===== config.mk =====
export PLATFORM = sky130hd
export DESIGN_NAME = tbn_prep
export DESIGN_NICKNAME = d
export VERILOG_FILES = /design/src/rtl/tbn_pkg.sv /design/src/rtl/tbn_prep.sv
export SDC_FILE = /design/constraint.sdc
export NUM_CORES = 1
export LEC_CHECK = 0
export BUFFER_PORTS_ARGS = -buffer_cell sky130_fd_sc_hd__buf_4
export CAP_MARGIN = 20
export CORE_AREA = 2 2 257 259
export CTS_CLUSTER_DIAMETER = 50
export DETAILED_ROUTE_END_ITERATION = 10
export DIE_AREA = 0 0 259 261
export PLACE_DENSITY = 0.67
export SYNTH_ARGS = -nofsm -noshare
export SYNTH_HDL_FRONTEND = slang
export SYNTH_SLANG_ARGS = --single-unit

===== constraint.sdc =====
create_clock -name clk_i -period 15.9 [get_ports clk_i]
set_input_delay 1.59 -clock clk_i [delete_from_list [all_inputs] [get_ports clk_i]]
set_output_delay 1.59 -clock clk_i [all_outputs]
set_load 0.03 [all_outputs]

===== src/rtl/tbn_pkg.sv =====
// Package with types, widths and helpers of the tangent basis pipeline.
package tbn_pkg;

  // Width of the root search remainder and product registers.
  localparam int unsigned RW = 66;
  // Number of result bits found by the root search (quotient bits 15..0).
  localparam int unsigned QBITS = 16;

  typedef enum logic [1:0] {
    SEL_X = 2'd0,
    SEL_Y = 2'd1,
    SEL_Z = 2'd2
  } sel_e;

  // Item state carried through the root search stages.
  typedef struct packed {
    logic signed [15:0] nx;
    logic signed [15:0] ny;
    logic signed [15:0] nz;
    sel_e               sel;
    logic               neg0;
    logic               neg1;
    logic               degen;
    logic [31:0]        l2;
    logic [RW-1:0]      r0;
    logic [RW-1:0]      r1;
    logic [RW-1:0]      p0;
    logic [RW-1:0]      p1;
    logic [QBITS-1:0]   k0;
    logic [QBITS-1:0]   k1;
  } root_t;

  // Round a Q2.28 value to Q1.14, halves away from zero, saturate to +-1.0.
  function automatic logic signed [15:0] round_sat(input logic signed [32:0] v);
    logic [32:0] mag;
    logic [32:0] r;
    logic [15:0] m16;
    mag = v[32] ? (~v + 33'd1) : v;
    r   = (mag + 33'd8192) >> 14;
    m16 = (r > 33'd16384) ? 16'd16384 : r[15:0];
    return v[32] ? (~m16 + 16'd1) : m16;
  endfunction

endpackage


===== src/rtl/tbn_prep.sv =====
// Front stages: least-component select, lane magnitudes, squares, length.
module tbn_prep (
  input  logic                clk_i,
  input  logic                rst_ni,
  input  logic                en_i,
  input  logic                valid_i,
  input  logic signed [15:0]  nx_i,
  input  logic signed [15:0]  ny_i,
  input  logic signed [15:0]  nz_i,
  output logic                valid_o,
  output tbn_pkg::root_t      data_o
);
  import tbn_pkg::*;

  logic [15:0] ax, ay, az;
  sel_e        sel_d;
  logic [15:0] m0_d, m1_d;
  logic        neg0_d, neg1_d;

  logic               v0_q, v1_q, v2_q;
  logic signed [15:0] nx0_q, ny0_q, nz0_q, nx1_q, ny1_q, nz1_q;
  sel_e               sel0_q, sel1_q;
  logic               ng00_q, ng10_q, ng01_q, ng11_q;
  logic [15:0]        m0_q, m1_q;
  logic [31:0]        sq0_q, sq1_q;
  root_t              out_q;
  root_t              out_d;

  // Pick the least component and map the two kept ones onto lanes.
  always_comb begin
    ax = nx_i[15] ? (~nx_i + 16'd1) : nx_i;
    ay = ny_i[15] ? (~ny_i + 16'd1) : ny_i;
    az = nz_i[15] ? (~nz_i + 16'd1) : nz_i;
    if (ax <= ay && ax <= az) begin
      sel_d = SEL_X;
      m0_d = az; neg0_d = ~nz_i[15];
      m1_d = ay; neg1_d = ny_i[15];
    end else if (ay <= az) begin
      sel_d = SEL_Y;
      m0_d = az; neg0_d = ~nz_i[15];
      m1_d = ax; neg1_d = nx_i[15];
    end else begin
      sel_d = SEL_Z;
      m0_d = ay; neg0_d = ~ny_i[15];
      m1_d = ax; neg1_d = nx_i[15];
    end
  end

  // Build the search entry state from the squares.
  always_comb begin
    out_d       = '0;
    out_d.nx    = nx1_q;
    out_d.ny    = ny1_q;
    out_d.nz    = nz1_q;
    out_d.sel   = sel1_q;
    out_d.neg0  = ng01_q;
    out_d.neg1  = ng11_q;
    out_d.l2    = sq0_q + sq1_q;
    out_d.degen = (sq0_q + sq1_q) == 32'd0;
    out_d.r0    = RW'(sq0_q) << 30;
    out_d.r1    = RW'(sq1_q) << 30;
  end

  // Advance valid bits.
  always_ff @(posedge clk_i or negedge rst_ni) begin
    if (!rst_ni) begin
      v0_q <= 1'b0;
      v1_q <= 1'b0;
      v2_q <= 1'b0;
    end else if (en_i) begin
      v0_q <= valid_i;
      v1_q <= v0_q;
      v2_q <= v1_q;
    end
  end

  // Advance payload.
  always_ff @(posedge clk_i) begin
    if (en_i) begin
      nx0_q <= nx_i; ny0_q <= ny_i; nz0_q <= nz_i;
      sel0_q <= sel_d; ng00_q <= neg0_d; ng10_q <= neg1_d;
      m0_q <= m0_d; m1_q <= m1_d;
      nx1_q <= nx0_q; ny1_q <= ny0_q; nz1_q <= nz0_q;
      sel1_q <= sel0_q; ng01_q <= ng00_q; ng11_q <= ng10_q;
      sq0_q <= 32'(m0_q) * 32'(m0_q);
      sq1_q <= 32'(m1_q) * 32'(m1_q);
      out_q <= out_d;
    end
  end

  assign valid_o = v2_q;
  assign data_o  = out_q;

endmodule


==> metrics.yaml <==
outcome: "finished, final reports clean"
yosys_warnings: 0
critPathBufInv: 3
synthAdderAreaFrac: 0.332
syn_inst: 2713
cp_top_family: "adder cells"
slowest_stage: "edfxtp_1"
synthMuxAreaShare: 0.0134
fp.dieH_um: 261
gp_congestion: 0.909
drc: 0
critical_path_class: "reg2reg"
report.final.setup_viol: 0
antenna_cells: 0
required_ns: 16.19
yosys_most_used_dff: "edfxtp_1"
largest_register_ffs: 147
min_period_over_period: 0.473
drive_gt1_frac: 0.107
synthArstFlopShare: 0.00862
synth-xor-area-share: 0.0394
synth-compound-area-share: 0.0584
portBuffers: 199
clock_latency_ns: 0.57
cp_max_fo: 18
timing.final.crit_period_ns: 7.51
hold_start: "ny0_q[3]$_DFFE_PP_"
clock_tree.buffer_depth: 3
r2r-end: "sq1_q[31]$_DFFE_PP_"
grt_pass1_wl_um: 102000
nNetsFinal: 3566
max_freq_ghz: 0.133
hold-path-endpoint: "ny1_q[3]$_DFFE_PP_"
dr.pass1.iters: 5
timing.clock.skew_ns: 0.0255
wl_um: 65100
ys_ff_latch: 348
fp-row-count: 94
dieArea_sq_um: 67600
die_w_um: 259
core_sq_um: 65000
fin_setup_tns_ns: 0
root_buffer: "clkbuf_16"
wl_per_cell_um: 17.1
drv_slew: 0
routed_via_density: 4.85
numCtsBuffers: 44
reg2regPathDepth: 22
dr_total_vias: 18400
crit_path_start_kind: "register"
cts_tree: "done"
ioPinCount: 434
min_path_cells: 0
path_clk_slew_ns: 0.06
grt_util_all_layers: 0.194
grt_max_degree: 161
finalHoldViolations: 0
cts_setup_buffers: 0
grt_pass1_vias: 19300
worst_slew_pin_slew_ns: 0.983
hp-class: "reg2reg"
r2r_start: "m1_q[4]$_DFFE_PP_"
antenna_found_initial: 0
post_cts_resize_count: 0
synth-edff-count: 345
crit_path_frequent_cell: "fa_1"
worst-endpoint-arrival_ns: 7.80
dpl.hpwl_um: 52300
synth-seq-area-share: 0.345
rsz0062_at_grt: "false"
r2r_slack_ns: 8.39
h-tree-depth: 2
cp_slowest_stage_delay_ns: 0.81
cts.sinks: 348
area_growth_pct: 10.0
synth-simple-area-share: 0.0813
netlist_area_sq_um: 30200
ys_types: 67
drtAntennaViolNets: 0
endpoint_kind: "register"
floorplan.initialDensity: 0.465
maxCapViolCount: 0
synth_top_family_by_area: "adder cells"
slew-limit-headroom: 0.345
drt_iter0_drc: 1014
ctsHoldBuffers: 0
path_cells: "nand2_1 -> fa_1 -> inv_1 -> fa_1 -> ha_1 -> inv_1 -> fa_1 -> fa_1 -> inv_1 -> fa_1 -> ha_1 -> o21ai_0 -> nand2b_1 -> a21o_1 -> a31o_2 -> a21oi_1 -> o21ai_0 -> a221o_1 -> a221oi_1 -> o21ai_0 -> a21oi_1 -> xnor2_1"
grt_overflow: 0
postSynthAreaPerCell_sq_um: 11.1
## worst max path at each step
stage | from | to | slack [ns] | depth (start not counted)
6_report | m1_q[4]$_DFFE_PP_ | sq1_q[31]$_DFFE_PP_ | 8.39 | 22
5_1_grt | m1_q[6]$_DFFE_PP_ | sq1_q[31]$_DFFE_PP_ | 8.00 | 24
4_1_cts | m1_q[4]$_DFFE_PP_ | sq1_q[31]$_DFFE_PP_ | 8.48 | 22
3_5_place_dp | m1_q[4]$_DFFE_PP_ | sq1_q[31]$_DFFE_PP_ | 8.49 | 22
3_3_place_gp | m1_q[4]$_DFFE_PP_ | sq1_q[31]$_DFFE_PP_ | 8.67 | 22
2_1_floorplan | m1_q[4]$_DFFE_PP_ | sq1_q[31]$_DFFE_PP_ | 9.17 | 24
## layer usage
metal,vias up,share of wire,GRT usage
li1,8730,-,-
met3,102,0.065,0.0373
met5,-,0,0
met2,576,0.48,0.330
met4,0,0.028,0.0589
met1,9024,0.42,0.251
## cells in the mapped netlist, drive strengths merged (3+ instances only)
library cell	n	share of area
ha	283	0.12
mux2i	18	0.0060
a211o	7	0.0020
nand2b	24	0.0050
a31o	6	0.0017
or4b	4	0.0013
nand3	19	0.0031
xor2	51	0.015
o21a	14	0.0035
dfrtp	3	0.0025
nand4	18	0.0037
o21ai	55	0.0091
a21oi	76	0.013
a21o	50	0.012
clkbuf	52	0.0065
nor3	9	0.0015
o211ai	4	0.00099
o41ai	6	0.0017
fa	324	0.21
a31oi	7	0.0014
nor2	73	0.0091
nand2	187	0.023
buf	235	0.058
o31ai	10	0.0025
o31a	3	0.00087
nor2b	29	0.0060
xnor2	84	0.024
edfxtp	345	0.34
inv	532	0.066
o21bai	9	0.0024
or4	4	0.00099
mux2	20	0.0074
and2	81	0.017
or2	5	0.0010
and3	14	0.0029
or3	8	0.0017
a221o	4	0.0013
a21boi	3	0.00074
nor4	11	0.0025
## worst register-to-register path: stages (launching register included)
cell,delay (ns)
edfxtp_1,0.81
nand2_1,0.19
fa_1,0.56
inv_1,0.07
fa_1,0.53
ha_1,0.13
inv_1,0.05
fa_1,0.49
fa_1,0.54
inv_1,0.05
fa_1,0.43
ha_1,0.33
o21ai_0,0.44
nand2b_1,0.10
a21o_1,0.21
a31o_2,0.24
a21oi_1,0.36
o21ai_0,0.30
a221o_1,0.47
a221oi_1,0.48
o21ai_0,0.17
a21oi_1,0.19
xnor2_1,0.09
## area by class of cell
| class | instances | area, sq um |
|---|---|---|
| clock buffer | 50 | 1140 |
| clock inverter | 29 | 339 |
| fill | 5772 | 31800 |
| inverter | 532 | 2000 |
| multi-input combinational | 1779 | 16700 |
| sequential | 348 | 10400 |
| tap | 864 | 1080 |
| timing repair buffer | 202 | 1540 |
## metrics by stage
step	hold slack (ns)	util	setup slack, ns	cell area, sq um	cells
CTS	0.415	0.511	8.48	33300	3804
global route	0.422	0.511	8.00	33300	3804
global placement	0.400	0.489	8.67	31800	3725
finish	0.413	0.511	8.39	33300	3804
detailed placement	0.405	0.489	8.49	31800	3725
floorplan	0.400	-	9.17	31100	2946
## cells in the final DEF (no fill, tap or decap), types with 6 or more instances in the layout
cell type and instances:
a211o_1 7, a21o_1 49, a21oi_1 74, a31o_2 6, a31oi_1 7, and2_1 81
and3_1 14, buf_4 200, clkbuf_16 45, conb_1 234, edfxtp_1 345, fa_1 324
ha_1 283, inv_1 532, inv_6 8, mux2_2 20, mux2i_1 18, nand2_1 187
nand2b_1 24, nand3_1 19, nand4_1 18, nor2_1 73, nor2b_1 29, nor3_1 9
nor4_1 10, o21a_1 14, o21ai_0 52, o21bai_1 8, o31ai_1 10, o41ai_1 6
or3_1 8, xnor2_1 84, xor2_1 50
## cells by family (layout without fill, tap and decap cells)
logic type	after synthesis	in the layout
xor gates and xnor gates	135	135
adders and majority gates	607	607
and+or+nand+nor	495	495
other	1	234
muxes	38	38
AOI/OAI and AO/OA	270	270
buffers and inverters	819	813
DFF	348	348
Power is not shown: default switching activity piles up to over one toggle a cycle in this logic, so the estimate is an artifact.
